==> config.mk <==
export PLATFORM = sky130hd
export DESIGN_NAME = heading_speed_dead_reckoning_step_core
export DESIGN_NICKNAME = d
export VERILOG_FILES = /design/src/rtl/hsdr_pkg.sv /design/src/rtl/hsdr_smul.sv /design/src/rtl/hsdr_cordic.sv /design/src/rtl/heading_speed_dead_reckoning_step_core.sv
export SDC_FILE = /design/constraint.sdc
export NUM_CORES = 2
export LEC_CHECK = 0
export BUFFER_PORTS_ARGS = -buffer_cell sky130_fd_sc_hd__buf_2
export CORE_ASPECT_RATIO = 2
export CORE_UTILIZATION = 45
export CTS_BUF_LIST = sky130_fd_sc_hd__clkbuf_8 sky130_fd_sc_hd__clkbuf_16
export DETAILED_ROUTE_END_ITERATION = 10
export MAX_ROUTING_LAYER = met4
export SLEW_MARGIN = 20
export SYNTH_ARGS = -nofsm -noshare
export SYNTH_HDL_FRONTEND = slang
export SYNTH_SLANG_ARGS = --single-unit
==> constraint.sdc <==
create_clock -name clk_i -period 6.7 [get_ports clk_i]
set_input_delay 1.34 -clock clk_i [delete_from_list [all_inputs] [get_ports clk_i]]
set_output_delay 1.34 -clock clk_i [all_outputs]
set_load 0.05 [all_outputs]
==> src/rtl/hsdr_pkg.sv <==
`timescale 1ns / 1ps
package hsdr_pkg;

  localparam int CORDIC_STAGES = 16;
  // The angle table has 24 entries; more stages than that add nothing.
  localparam int CORDIC_ITERS  = (CORDIC_STAGES > 24) ? 24 : CORDIC_STAGES;
  localparam int ITER_W        = 5;

  localparam int CNT_W         = 6;
  localparam int RATE_STEPS    = 16;
  localparam int DISP_STEPS    = 32;

  localparam logic [15:0] TIME_STEP_RST    = 16'd655;
  localparam logic [15:0] ANGULAR_RATE_RST = 16'd8192;
  localparam logic [15:0] ACCELERATION_RST = 16'd512;
  localparam logic [15:0] ATTACK_SPEED_RST = 16'd5120;

  // 0.6072529350 in Q1.30
  localparam logic signed [31:0] CORDIC_X0 = 32'sd652032874;

  typedef enum logic [1:0] {
    CFG_TIME_STEP    = 2'd0,
    CFG_ANGULAR_RATE = 2'd1,
    CFG_ACCELERATION = 2'd2,
    CFG_ATTACK_SPEED = 2'd3
  } cfg_idx_e;

  typedef enum logic [2:0] {
    MODE_ACCEL   = 3'd0,
    MODE_DECEL   = 3'd1,
    MODE_MOVING  = 3'd2,
    MODE_TURNING = 3'd3,
    MODE_STOPPED = 3'd4
  } mode_e;

  typedef struct packed {
    logic [15:0] command_direction;
    logic [2:0]  mode;
  } in_item_t;

  typedef struct packed {
    logic [15:0]        heading;
    logic [15:0]        speed;
    logic signed [31:0] position_x;
    logic signed [31:0] position_y;
    logic [31:0]        elapsed_time;
  } out_item_t;

  typedef struct packed {
    logic ld;
    logic en;
  } mul_ctrl_t;

  typedef struct packed {
    logic busy;
    logic flip;
  } cordic_stat_t;

  // arctan(2^-i) with 2^32 units per turn
  function automatic logic [31:0] atan_f(input logic [ITER_W-1:0] i);
    logic [31:0] r;
    unique case (i)
      5'd0:  r = 32'd536870912;
      5'd1:  r = 32'd316933406;
      5'd2:  r = 32'd167458907;
      5'd3:  r = 32'd85004756;
      5'd4:  r = 32'd42667331;
      5'd5:  r = 32'd21354465;
      5'd6:  r = 32'd10679838;
      5'd7:  r = 32'd5340245;
      5'd8:  r = 32'd2670163;
      5'd9:  r = 32'd1335087;
      5'd10: r = 32'd667544;
      5'd11: r = 32'd333772;
      5'd12: r = 32'd166886;
      5'd13: r = 32'd83443;
      5'd14: r = 32'd41721;
      5'd15: r = 32'd20860;
      5'd16: r = 32'd10430;
      5'd17: r = 32'd5215;
      5'd18: r = 32'd2607;
      5'd19: r = 32'd1303;
      5'd20: r = 32'd651;
      5'd21: r = 32'd325;
      5'd22: r = 32'd162;
      5'd23: r = 32'd81;
      default: r = 32'd0;
    endcase
    return r;
  endfunction

endpackage

==> src/rtl/hsdr_smul.sv <==
`timescale 1ns / 1ps
module hsdr_smul (
  input  logic              clk_i,
  input  logic              rst_ni,
  input  hsdr_pkg::mul_ctrl_t ctrl_i,
  input  logic [31:0]       a_i,
  input  logic [31:0]       b_i,
  output logic [63:0]       p_o
);
  import hsdr_pkg::*;

  // Shift-add, one multiplier bit per cycle while ctrl_i.en is high, LSB first. After n steps the
  // product sits in the top 32+n bits of {acc, b}.
  logic [31:0] a_q, acc_q, b_q;
  logic [31:0] a_d, acc_d, b_d;
  logic [32:0] sum;

  always_comb begin
    sum   = {1'b0, acc_q} + (b_q[0] ? {1'b0, a_q} : 33'd0);
    a_d   = a_q;
    acc_d = acc_q;
    b_d   = b_q;
    if (ctrl_i.ld) begin
      a_d   = a_i;
      acc_d = '0;
      b_d   = b_i;
    end else if (ctrl_i.en) begin
      acc_d = sum[32:1];
      b_d   = {sum[0], b_q[31:1]};
    end
  end

  always_ff @(posedge clk_i or negedge rst_ni) begin
    if (!rst_ni) begin
      acc_q <= '0;
    end else begin
      acc_q <= acc_d;
    end
  end

  always_ff @(posedge clk_i) begin
    a_q <= a_d;
    b_q <= b_d;
  end

  assign p_o = {acc_q, b_q};

endmodule

==> src/rtl/hsdr_cordic.sv <==
`timescale 1ns / 1ps
module hsdr_cordic (
  input  logic                   clk_i,
  input  logic                   rst_ni,
  input  logic                   start_i,
  input  logic [15:0]            angle_i,
  output logic signed [31:0]     x_o,
  output logic signed [31:0]     y_o,
  output hsdr_pkg::cordic_stat_t stat_o
);
  import hsdr_pkg::*;

  logic signed [31:0] x_q, y_q, z_q;
  logic signed [31:0] x_d, y_d, z_d;
  logic signed [31:0] xs, ys, at;
  logic [ITER_W-1:0]  i_q, i_d;
  logic               busy_q, busy_d;
  logic               flip_q, flip_d;
  logic               flip_in;

  // second and third quadrants: rotate by half a turn, negate afterwards
  assign flip_in = angle_i[15] ^ angle_i[14];

  always_comb begin
    xs     = x_q >>> i_q;
    ys     = y_q >>> i_q;
    at     = $signed(atan_f(i_q));
    x_d    = x_q;
    y_d    = y_q;
    z_d    = z_q;
    i_d    = i_q;
    busy_d = busy_q;
    flip_d = flip_q;
    if (start_i) begin
      x_d    = CORDIC_X0;
      y_d    = '0;
      z_d    = $signed({angle_i[15] ^ flip_in, angle_i[14:0], 16'd0});
      i_d    = '0;
      busy_d = 1'b1;
      flip_d = flip_in;
    end else if (busy_q) begin
      if (!z_q[31]) begin
        x_d = x_q - ys;
        y_d = y_q + xs;
        z_d = z_q - at;
      end else begin
        x_d = x_q + ys;
        y_d = y_q - xs;
        z_d = z_q + at;
      end
      i_d = i_q + 1'b1;
      if (i_q == ITER_W'(CORDIC_ITERS - 1)) begin
        busy_d = 1'b0;
      end
    end
  end

  always_ff @(posedge clk_i or negedge rst_ni) begin
    if (!rst_ni) begin
      busy_q <= 1'b0;
      i_q    <= '0;
    end else begin
      busy_q <= busy_d;
      i_q    <= i_d;
    end
  end

  always_ff @(posedge clk_i) begin
    x_q    <= x_d;
    y_q    <= y_d;
    z_q    <= z_d;
    flip_q <= flip_d;
  end

  assign x_o         = x_q;
  assign y_o         = y_q;
  assign stat_o.busy = busy_q;
  assign stat_o.flip = flip_q;

endmodule

==> src/rtl/heading_speed_dead_reckoning_step_core.sv <==
`timescale 1ns / 1ps
// Channel   Direction  Handshake              Payload
// in        input      in_valid_i / in_stall_o     in_data_i  (hsdr_pkg::in_item_t)
// out       output     out_valid_o / out_stall_i   out_data_o (hsdr_pkg::out_item_t)
// cfg       input      cfg_we_i                    cfg_idx_i, cfg_data_i
//
// One item at a time: bit-serial rate products, an update step, the distance
// product alongside the CORDIC, bit-serial displacement products, then a
// final step to saturate and register the result.
// Reset clears kinematic state to zero and loads the register defaults.
// A stalled result waits in the output register; a further item is taken in
// and worked on, and only its final write waits for the slot.
module heading_speed_dead_reckoning_step_core (
  input  logic                clk_i,
  input  logic                rst_ni,
  input  logic                in_valid_i,
  output logic                in_stall_o,
  input  hsdr_pkg::in_item_t  in_data_i,
  output logic                out_valid_o,
  input  logic                out_stall_i,
  output hsdr_pkg::out_item_t out_data_o,
  input  logic                cfg_we_i,
  input  logic [1:0]          cfg_idx_i,
  input  logic [15:0]         cfg_data_i
);
  import hsdr_pkg::*;

  typedef enum logic [5:0] {
    ST_IDLE     = 6'b000001,
    ST_MUL_RATE = 6'b000010,
    ST_UPDATE   = 6'b000100,
    ST_MUL_DIST = 6'b001000,
    ST_MUL_DISP = 6'b010000,
    ST_FINISH   = 6'b100000
  } state_e;

  state_e state_q, state_d;
  logic [CNT_W-1:0] cnt_q, cnt_d;

  logic [15:0] ts_q, rate_q, accel_q, attack_q;
  logic [15:0] heading_q, heading_d, speed_q, speed_d;
  logic signed [31:0] pos_x_q, pos_x_d, pos_y_q, pos_y_d;
  logic [31:0] elapsed_q, elapsed_d;
  logic [15:0] cmd_q;
  logic [2:0]  mode_q;
  logic        out_valid_q, out_valid_d;
  out_item_t   out_data_q, out_data_d;

  mul_ctrl_t    mctl0, mctl1;
  logic [31:0]  ma0, mb0, ma1, mb1;
  logic [63:0]  mp0, mp1;
  logic         cordic_start;
  logic signed [31:0] cx, cy;
  cordic_stat_t cstat;

  logic        in_xfer, fin_go;
  logic [15:0] rot, dv, d;
  logic        pos_dir;
  logic [16:0] adelta, spd_sum;
  logic [31:0] mag_x, mag_y;
  logic        neg_c, neg_s;

  function automatic logic signed [31:0] advance_f(input logic signed [31:0] pos,
                                                   input logic [63:0] prod,
                                                   input logic neg);
    logic [64:0]        rnd;
    logic [18:0]        m;
    logic signed [33:0] p;
    logic signed [31:0] r;
    rnd = {1'b0, prod} + (65'd1 << 45);
    m   = rnd[64:46];
    p   = neg ? ({{2{pos[31]}}, pos} - {15'd0, m}) : ({{2{pos[31]}}, pos} + {15'd0, m});
    if (!p[33] && p[32:31] != 2'b00) begin
      r = 32'sh7FFF_FFFF;
    end else if (p[33] && p[32:31] != 2'b11) begin
      r = 32'sh8000_0000;
    end else begin
      r = p[31:0];
    end
    return r;
  endfunction

  hsdr_smul u_mul0 (
    .clk_i  (clk_i),
    .rst_ni (rst_ni),
    .ctrl_i (mctl0),
    .a_i    (ma0),
    .b_i    (mb0),
    .p_o    (mp0)
  );

  hsdr_smul u_mul1 (
    .clk_i  (clk_i),
    .rst_ni (rst_ni),
    .ctrl_i (mctl1),
    .a_i    (ma1),
    .b_i    (mb1),
    .p_o    (mp1)
  );

  hsdr_cordic u_cordic (
    .clk_i   (clk_i),
    .rst_ni  (rst_ni),
    .start_i (cordic_start),
    .angle_i (heading_d),
    .x_o     (cx),
    .y_o     (cy),
    .stat_o  (cstat)
  );

  assign in_stall_o = (state_q != ST_IDLE);
  assign in_xfer    = in_valid_i && !in_stall_o;
  assign fin_go     = (state_q == ST_FINISH) && (!out_valid_q || !out_stall_i);

  // 16-step products: the 32-bit product is p[47:16]
  assign rot = mp0[47:32];
  assign dv  = mp1[47:32];

  // shortest way round; the half turn counts as positive
  assign d       = cmd_q - heading_q;
  assign pos_dir = (d != 16'd0) && (d <= 16'd32768);
  assign adelta  = (pos_dir || d == 16'd0) ? {1'b0, d} : (17'h1_0000 - {1'b0, d});
  assign spd_sum = {1'b0, speed_q} + {1'b0, dv};

  assign mag_x = cx[31] ? (32'd0 - cx) : cx;
  assign mag_y = cy[31] ? (32'd0 - cy) : cy;
  assign neg_c = cstat.flip ? (!cx[31] && cx != 32'sd0) : cx[31];
  assign neg_s = cstat.flip ? (!cy[31] && cy != 32'sd0) : cy[31];

  always_comb begin
    state_d      = state_q;
    cnt_d        = cnt_q;
    heading_d    = heading_q;
    speed_d      = speed_q;
    pos_x_d      = pos_x_q;
    pos_y_d      = pos_y_q;
    elapsed_d    = elapsed_q;
    out_valid_d  = out_valid_q && out_stall_i;
    out_data_d   = out_data_q;
    mctl0        = '0;
    mctl1        = '0;
    ma0          = {16'd0, rate_q};
    mb0          = {16'd0, ts_q};
    ma1          = {16'd0, accel_q};
    mb1          = {16'd0, ts_q};
    cordic_start = 1'b0;

    unique case (state_q)
      ST_IDLE: begin
        if (in_xfer) begin
          mctl0.ld = 1'b1;
          mctl1.ld = 1'b1;
          cnt_d    = '0;
          state_d  = ST_MUL_RATE;
        end
      end
      ST_MUL_RATE: begin
        mctl0.en = 1'b1;
        mctl1.en = 1'b1;
        cnt_d    = cnt_q + 1'b1;
        if (cnt_q == CNT_W'(RATE_STEPS - 1)) begin
          state_d = ST_UPDATE;
        end
      end
      ST_UPDATE: begin
        if (adelta <= {1'b0, rot}) begin
          heading_d = cmd_q;
        end else if (pos_dir) begin
          heading_d = heading_q + rot;
        end else begin
          heading_d = heading_q - rot;
        end
        unique case (mode_e'(mode_q))
          MODE_ACCEL:   speed_d = (spd_sum > {1'b0, attack_q}) ? attack_q : spd_sum[15:0];
          MODE_DECEL:   speed_d = (speed_q > dv) ? (speed_q - dv) : 16'd0;
          MODE_MOVING:  speed_d = attack_q;
          MODE_TURNING: speed_d = 16'd0;
          MODE_STOPPED: speed_d = 16'd0;
          default:      speed_d = speed_q;
        endcase
        ma0          = {16'd0, speed_d};
        mctl0.ld     = 1'b1;
        cordic_start = 1'b1;
        cnt_d        = '0;
        state_d      = ST_MUL_DIST;
      end
      ST_MUL_DIST: begin
        if (cnt_q != CNT_W'(RATE_STEPS)) begin
          mctl0.en = 1'b1;
          cnt_d    = cnt_q + 1'b1;
        end else if (!cstat.busy) begin
          ma0      = mp0[47:16];
          mb0      = mag_x;
          ma1      = mp0[47:16];
          mb1      = mag_y;
          mctl0.ld = 1'b1;
          mctl1.ld = 1'b1;
          cnt_d    = '0;
          state_d  = ST_MUL_DISP;
        end
      end
      ST_MUL_DISP: begin
        mctl0.en = 1'b1;
        mctl1.en = 1'b1;
        cnt_d    = cnt_q + 1'b1;
        if (cnt_q == CNT_W'(DISP_STEPS - 1)) begin
          state_d = ST_FINISH;
        end
      end
      ST_FINISH: begin
        if (fin_go) begin
          pos_x_d                 = advance_f(pos_x_q, mp0, neg_c);
          pos_y_d                 = advance_f(pos_y_q, mp1, neg_s);
          elapsed_d               = elapsed_q + {16'd0, ts_q};
          out_data_d.heading      = heading_q;
          out_data_d.speed        = speed_q;
          out_data_d.position_x   = pos_x_d;
          out_data_d.position_y   = pos_y_d;
          out_data_d.elapsed_time = elapsed_d;
          out_valid_d             = 1'b1;
          state_d                 = ST_IDLE;
        end
      end
      default: state_d = ST_IDLE;
    endcase
  end

  always_ff @(posedge clk_i or negedge rst_ni) begin
    if (!rst_ni) begin
      state_q     <= ST_IDLE;
      cnt_q       <= '0;
      heading_q   <= '0;
      speed_q     <= '0;
      pos_x_q     <= '0;
      pos_y_q     <= '0;
      elapsed_q   <= '0;
      out_valid_q <= 1'b0;
      ts_q        <= TIME_STEP_RST;
      rate_q      <= ANGULAR_RATE_RST;
      accel_q     <= ACCELERATION_RST;
      attack_q    <= ATTACK_SPEED_RST;
    end else begin
      state_q     <= state_d;
      cnt_q       <= cnt_d;
      heading_q   <= heading_d;
      speed_q     <= speed_d;
      pos_x_q     <= pos_x_d;
      pos_y_q     <= pos_y_d;
      elapsed_q   <= elapsed_d;
      out_valid_q <= out_valid_d;
      if (cfg_we_i) begin
        unique case (cfg_idx_e'(cfg_idx_i))
          CFG_TIME_STEP:    ts_q     <= cfg_data_i;
          CFG_ANGULAR_RATE: rate_q   <= cfg_data_i;
          CFG_ACCELERATION: accel_q  <= cfg_data_i;
          CFG_ATTACK_SPEED: attack_q <= cfg_data_i;
          default:          ts_q     <= ts_q;
        endcase
      end
    end
  end

  always_ff @(posedge clk_i) begin
    out_data_q <= out_data_d;
    if (in_xfer) begin
      cmd_q  <= in_data_i.command_direction;
      mode_q <= in_data_i.mode;
    end
  end

  assign out_valid_o = out_valid_q;
  assign out_data_o  = out_data_q;

  a_result_from_finish: assert property (@(posedge clk_i) disable iff (!rst_ni)
    $rose(out_valid_q) |-> $past(state_q == ST_FINISH))
    else $error("result raised outside the final step");

  a_heading_only_in_update: assert property (@(posedge clk_i) disable iff (!rst_ni)
    (state_q != ST_UPDATE) |=> (heading_q == $past(heading_q)))
    else $error("heading changed outside the update step");

  a_elapsed_advance: assert property (@(posedge clk_i) disable iff (!rst_ni)
    fin_go |=> (out_data_q.elapsed_time == $past(elapsed_q + {16'd0, ts_q})))
    else $error("elapsed time did not advance by one time step");

  a_cordic_done_before_disp: assert property (@(posedge clk_i) disable iff (!rst_ni)
    (state_q == ST_MUL_DISP) |-> !cstat.busy)
    else $error("displacement products started before CORDIC finished");

endmodule
==> impl.org <==
** Status
- Outcome :: complete, no violations

** Layout
- In the final design database the tool counted between 6,000 and 7,000 nets.
- Share of layout cells above drive strength 1 :: 16.1%
- Syn-to-layout area delta :: 13.7%
- Post-layout instance count excluding filler cells :: about 7,400
- Area of combinational cells with multiple inputs :: approximately 32,000 um^2
- Across the whole layout, storage elements account for between 15,000 and 20,000 um^2.
- Number of fill cells in the layout :: between 10,000 and 15,000

** Placed design
- Count of input and output buffers :: roughly 170
- Final weighted congestion of routability-driven global placement :: 1.02
- After detailed placement, the design holds a cell count of ~7,300.
- Post-detail-place hpwl :: 137 mm

** Drt
- After detailed routing, the number of remaining DRC violations is 0.
- DR iter-0 viols :: approximately 2,700
- The detail route stage leaves a number of antenna-violating nets equal to 0.
- For this run, the detailed router's first-pass iteration total came to 6.
- After detailed routing, the total wire length is ~180 mm.
- Vias after detailed routing :: roughly 44,000
- After detailed routing, the average wire length per cell comes to approximately 24 um.
- Dividing the detail-routed via count by the number of cells gives ~5.9.

** Critical path
- Worst r2r path cells :: 25
- On the critical path, the stage with the largest delay is an instance of sky130_fd_sc_hd__or4_4.
- STA classifies the critical path endpoint as a register.
- Critical Path Source Type :: register
- STA puts the critical path data required time at slightly above 7 ns.
- In this run the number of cells on the critical path is 25.
- Along the worst path, the maximum fanout reaches 13.
- Together, buffers and inverters on the worst path number 4.
- Among cell families on the critical path, the largest total delay comes from simple AND/OR/NAND/NOR gates.
- Category of the most critical setup path :: reg2reg
- STA puts the critical path data arrival time at roughly 7 ns.
- On the worst path, the slowest cell contributes a delay of 0.54 ns.
- The setup check on the worst reg-to-reg path leaves a slack of between 0.15 and 0.2 ns.
- The startpoint identified for the worst register-to-register timing path is u_cordic.y_o[6].
- Destination of the worst register-to-register timing path :: out_data_o[60]

** Die
- Once the floorplan was initialized, standard cells occupied a little under half of the core.
- Std-Cell Core Area :: roughly 110,000 um^2
- Die area :: around 110,000 um^2
- Floorplan row count :: 173
- During I/O placement, the number of pins put on the boundary was 172.
- Die Ht :: around 480 um
- Width of the die :: roughly 240 um

** STA
- For the pin with the worst max-slew slack, the measured transition is ~1.1 ns.
- Total of endpoints with negative setup slack in the final report :: 0
- Final min period :: 6.53 ns
- Final Skew :: roughly 0.018 ns
- Hold Vio Cnt, Final :: 0
- Worst hold margin :: between 0.4 and 0.5 ns
- The max-slew violation total from the final report is 0.
- Setup repair after global routing missed its margin :: true
- After layout, the worst path uses 97.5% of the clock period.
- Fmax :: approximately 0.15 GHz
- Total negative slack for setup checks :: 0 ns
- Worst max-slew margin expressed relative to the limit :: between 20% and 30%

** Yosys
- Number of nets in the synthesized netlist :: around 6,000
- Synthesis inferred 647 register bits.
- Number of instances in the synthesized netlist :: between 5,000 and 6,000
- Each instance of the synthesized netlist takes up on average 8.98 um^2.
- For this run, the register share of the synthesized area comes to between 30% and 40%.
- For this run, asynchronously set or reset flops after synthesis account for 42.5%.
- Number of flops mapped to enable cells by yosys :: 292
- Synthesis instantiated 93 different standard cells from the library.
- During synthesis, Yosys emitted a total of 0 warnings.
- In this run the cell area of the synthesized design comes to just over 50,000 um^2.
- Post-synth top flop :: sky130_fd_sc_hd__edfxtp_1

** Global routing
- Global-route layer with the greatest usage :: met2
- Number of global-route vias before repair :: around 45,000
- Routing usage on met2 :: between 50% and 60%
- The total overflow left after global routing is 0.
- Wire length of the first global-routing pass :: around 270 mm
- Global Route Usage Sum :: around 32%
- For met1 alone, demand over resource in global routing was a little under a third.
- Met3 layer usage reported by global route :: 4.33%
- Largest net degree at the start of global routing :: about 130
- Initial antenna violation count :: 7

** Run
- Max-cap violations in this run came to 0.

** Min path
- Worst hold path startpoint :: u_cordic.z_q[13]
- The tightest min-delay check is of the reg2reg type.
- Hold Path Cell Cnt :: 2
- The path with the worst hold slack has its endpoint at u_cordic.z_q[13].

** CTS
- Clk slew on worst S/H paths :: ~0.070 ns
- The cell sitting at the root of the clock tree is a sky130_fd_sc_hd__clkbuf_16.
- The tree built by TritonCTS fans out to around 650 sinks.
- In this run the deepest clock path goes through 3 buffers.
- CTS Hold Bufs :: 0
- TritonCTS built the clock tree.
- Worst-skew pair later-pin latency :: 0.67 ns
- Level count of the clock H-tree :: 3
- Clock buffer count from CTS :: between 60 and 70
registers in the layout, indices dropped and copies added (netlist names), 5 cells and up:
| register | flops |
|---|---|
| out_data_o | 128 |
| elapsed_q | 32 |
| pos_x_q | 32 |
| pos_y_q | 32 |
| u_cordic.x_o | 32 |
| u_cordic.y_o | 32 |
| u_cordic.z_q | 32 |
| u_mul0.a_q | 32 |
| u_mul0.acc_q | 32 |
| u_mul0.b_q | 32 |
| u_mul1.a_q | 32 |
| u_mul1.acc_q | 32 |
| u_mul1.b_q | 32 |
| accel_q | 16 |
| attack_q | 16 |
| cmd_q | 16 |
| heading_q | 16 |
| rate_q | 16 |
| speed_q | 16 |
| ts_q | 16 |
| cnt_q | 6 |
| state_q | 6 |
| u_cordic.i_q | 5 |
metrics by stage:
step | setup slack, ns | instance area [um^2] | util, %
floorplan | 0.156 | 50500 | -
global placement | 0.0437 | 54700 | 49.2
detailed placement | -0.0988 | 54800 | 49.2
CTS | 0.0152 | 57100 | 51.3
global route | -0.0464 | 57400 | 51.6
finish | 0.168 | 57400 | 51.6
per-layer routing:
layer,vias up,wire [um]
met5,-,0
met2,1317,94300
met1,21400,59900
met3,593,7850
li1,20900,-
met4,0,16100
cells in the mapped netlist (21+ instances only):
cell type / instances / area share (%)
sky130_fd_sc_hd__a22oi_1: 24 / 0.36
sky130_fd_sc_hd__xor2_1: 217 / 3.8
sky130_fd_sc_hd__o21bai_1: 36 / 0.54
sky130_fd_sc_hd__o21a_1: 45 / 0.67
sky130_fd_sc_hd__and3_1: 52 / 0.64
sky130_fd_sc_hd__o21ai_0: 350 / 3.5
sky130_fd_sc_hd__mux4_2: 78 / 3.5
sky130_fd_sc_hd__mux2_2: 131 / 2.9
sky130_fd_sc_hd__dfxtp_1: 80 / 3.2
sky130_fd_sc_hd__a211oi_1: 39 / 0.58
sky130_fd_sc_hd__nor2b_1: 56 / 0.69
sky130_fd_sc_hd__nor3_1: 88 / 0.87
sky130_fd_sc_hd__clkbuf_1: 223 / 1.7
sky130_fd_sc_hd__o31ai_1: 53 / 0.79
sky130_fd_sc_hd__buf_1: 50 / 0.37
sky130_fd_sc_hd__a21oi_1: 380 / 3.8
sky130_fd_sc_hd__or2_2: 21 / 0.26
sky130_fd_sc_hd__nand4_1: 36 / 0.45
sky130_fd_sc_hd__dfrtp_1: 264 / 13
sky130_fd_sc_hd__nor2_1: 515 / 3.8
sky130_fd_sc_hd__xnor2_1: 317 / 5.5
sky130_fd_sc_hd__inv_1: 193 / 1.4
sky130_fd_sc_hd__a21o_1: 156 / 2.3
sky130_fd_sc_hd__edfxtp_1: 292 / 17
sky130_fd_sc_hd__ha_1: 352 / 8.7
sky130_fd_sc_hd__and2_1: 100 / 1.2
sky130_fd_sc_hd__a31oi_1: 77 / 0.95
sky130_fd_sc_hd__buf_2: 27 / 0.27
sky130_fd_sc_hd__o21ai_1: 21 / 0.21
sky130_fd_sc_hd__nand2_1: 570 / 4.2
sky130_fd_sc_hd__nand2b_1: 48 / 0.59
sky130_fd_sc_hd__mux2i_1: 104 / 2.1
sky130_fd_sc_hd__or3_1: 27 / 0.33
sky130_fd_sc_hd__nand3_1: 176 / 1.7
sky130_fd_sc_hd__o22ai_1: 47 / 0.58
sky130_fd_sc_hd__o211ai_1: 30 / 0.45
worst max-delay path by stage:
| stage | startpoint | to |
|---|---|---|
| 2_1_floorplan | u_cordic.i_q[0] | u_cordic.z_q[31] |
| 3_3_place_gp | u_cordic.y_o[6] | pos_y_q[2] |
| 3_5_place_dp | u_cordic.y_o[6] | pos_y_q[4] |
| 4_1_cts | heading_q[1] | u_cordic.flip_q |
| 5_1_grt | u_cordic.y_o[6] | out_data_o[42] |
| 6_report | u_cordic.y_o[6] | out_data_o[60] |
area by class of cell:
type / instances / share of cell area, %
inverters: 199 / 1.32
clock buffers: 71 / 3.04
multi-input cells: 4467 / 54.9
diodes: 6 / 0.0262
flip-flops and latches: 647 / 30.1
repair buffers: 509 / 6.38
clock inverters: 51 / 0.970
well taps: 1487 / 3.24
cells by family (layout without fill, tap and decap cells):
group                    count (synthesis)  after routing  synth area share [%]
adder cells (fa/ha/maj)                371            371                  9.34
flip-flops                             647            647                  34.2
XOR/XNOR                               535            535                  9.29
other                                    0              6                     0
multiplexers                           314            314                  8.49
AND/OR/NAND/NOR                       1779           1779                  16.3
buffers and inverters                  509            830                  3.97
AO/OA/AOI/OAI                         1468           1468                  18.4
worst reg2reg max path, stage by stage, from the launching register on:
cell                        delay, ns
sky130_fd_sc_hd__dfxtp_1         0.31
sky130_fd_sc_hd__or4_4           0.54
sky130_fd_sc_hd__or3_4           0.35
sky130_fd_sc_hd__or4_4           0.50
sky130_fd_sc_hd__or4_4           0.52
sky130_fd_sc_hd__o31ai_4         0.26
sky130_fd_sc_hd__buf_6           0.16
sky130_fd_sc_hd__mux2i_4         0.10
sky130_fd_sc_hd__buf_6           0.20
sky130_fd_sc_hd__nor2_1          0.11
sky130_fd_sc_hd__xor2_1          0.17
sky130_fd_sc_hd__ha_1            0.27
sky130_fd_sc_hd__o21ai_1         0.13
sky130_fd_sc_hd__a21oi_1         0.08
sky130_fd_sc_hd__o41ai_1         0.34
sky130_fd_sc_hd__buf_4           0.18
sky130_fd_sc_hd__a21oi_1         0.10
sky130_fd_sc_hd__a41o_1          0.27
sky130_fd_sc_hd__a41o_1          0.29
sky130_fd_sc_hd__a41o_1          0.29
sky130_fd_sc_hd__o41ai_4         0.35
sky130_fd_sc_hd__xnor2_2         0.16
sky130_fd_sc_hd__and2_4          0.21
sky130_fd_sc_hd__clkbuf_16       0.19
sky130_fd_sc_hd__nor2_1          0.15
sky130_fd_sc_hd__nor2_1          0.05
cells in the final DEF (no fill, tap or decap), drive strengths merged, types with 39 or more instances in the layout:
| master | synthesis | layout |
|---|---|---|
| buf | 87 | 508 |
| xnor2 | 318 | 318 |
| nor3 | 89 | 89 |
| o21ai | 372 | 372 |
| a21o | 156 | 156 |
| mux2i | 104 | 104 |
| and2 | 101 | 101 |
| o31ai | 55 | 55 |
| o22ai | 47 | 47 |
| clkbuf | 223 | 72 |
| ha | 352 | 352 |
| nor2b | 56 | 56 |
| mux2 | 132 | 132 |
| dfxtp | 80 | 80 |
| nand2b | 48 | 48 |
| and3 | 52 | 52 |
| nand3 | 176 | 176 |
| edfxtp | 292 | 292 |
| dfrtp | 264 | 264 |
| mux4 | 78 | 78 |
| a21oi | 380 | 380 |
| a211oi | 39 | 39 |
| xor2 | 217 | 217 |
| nor2 | 515 | 515 |
| inv | 195 | 217 |
| a31oi | 77 | 77 |
| o21a | 45 | 45 |
| nand2 | 570 | 570 |
what timing repair did:
item                       CTS  global route
gates cloned                 0             2
pin swaps                    2             9
setup buffers                3             4
gates resized for setup      4            55
setup endpoints to repair   56           135
Power is left out: the tool's default activity adds up to more than one toggle a clock period on the data nets, which glitch-free logic cannot reach.
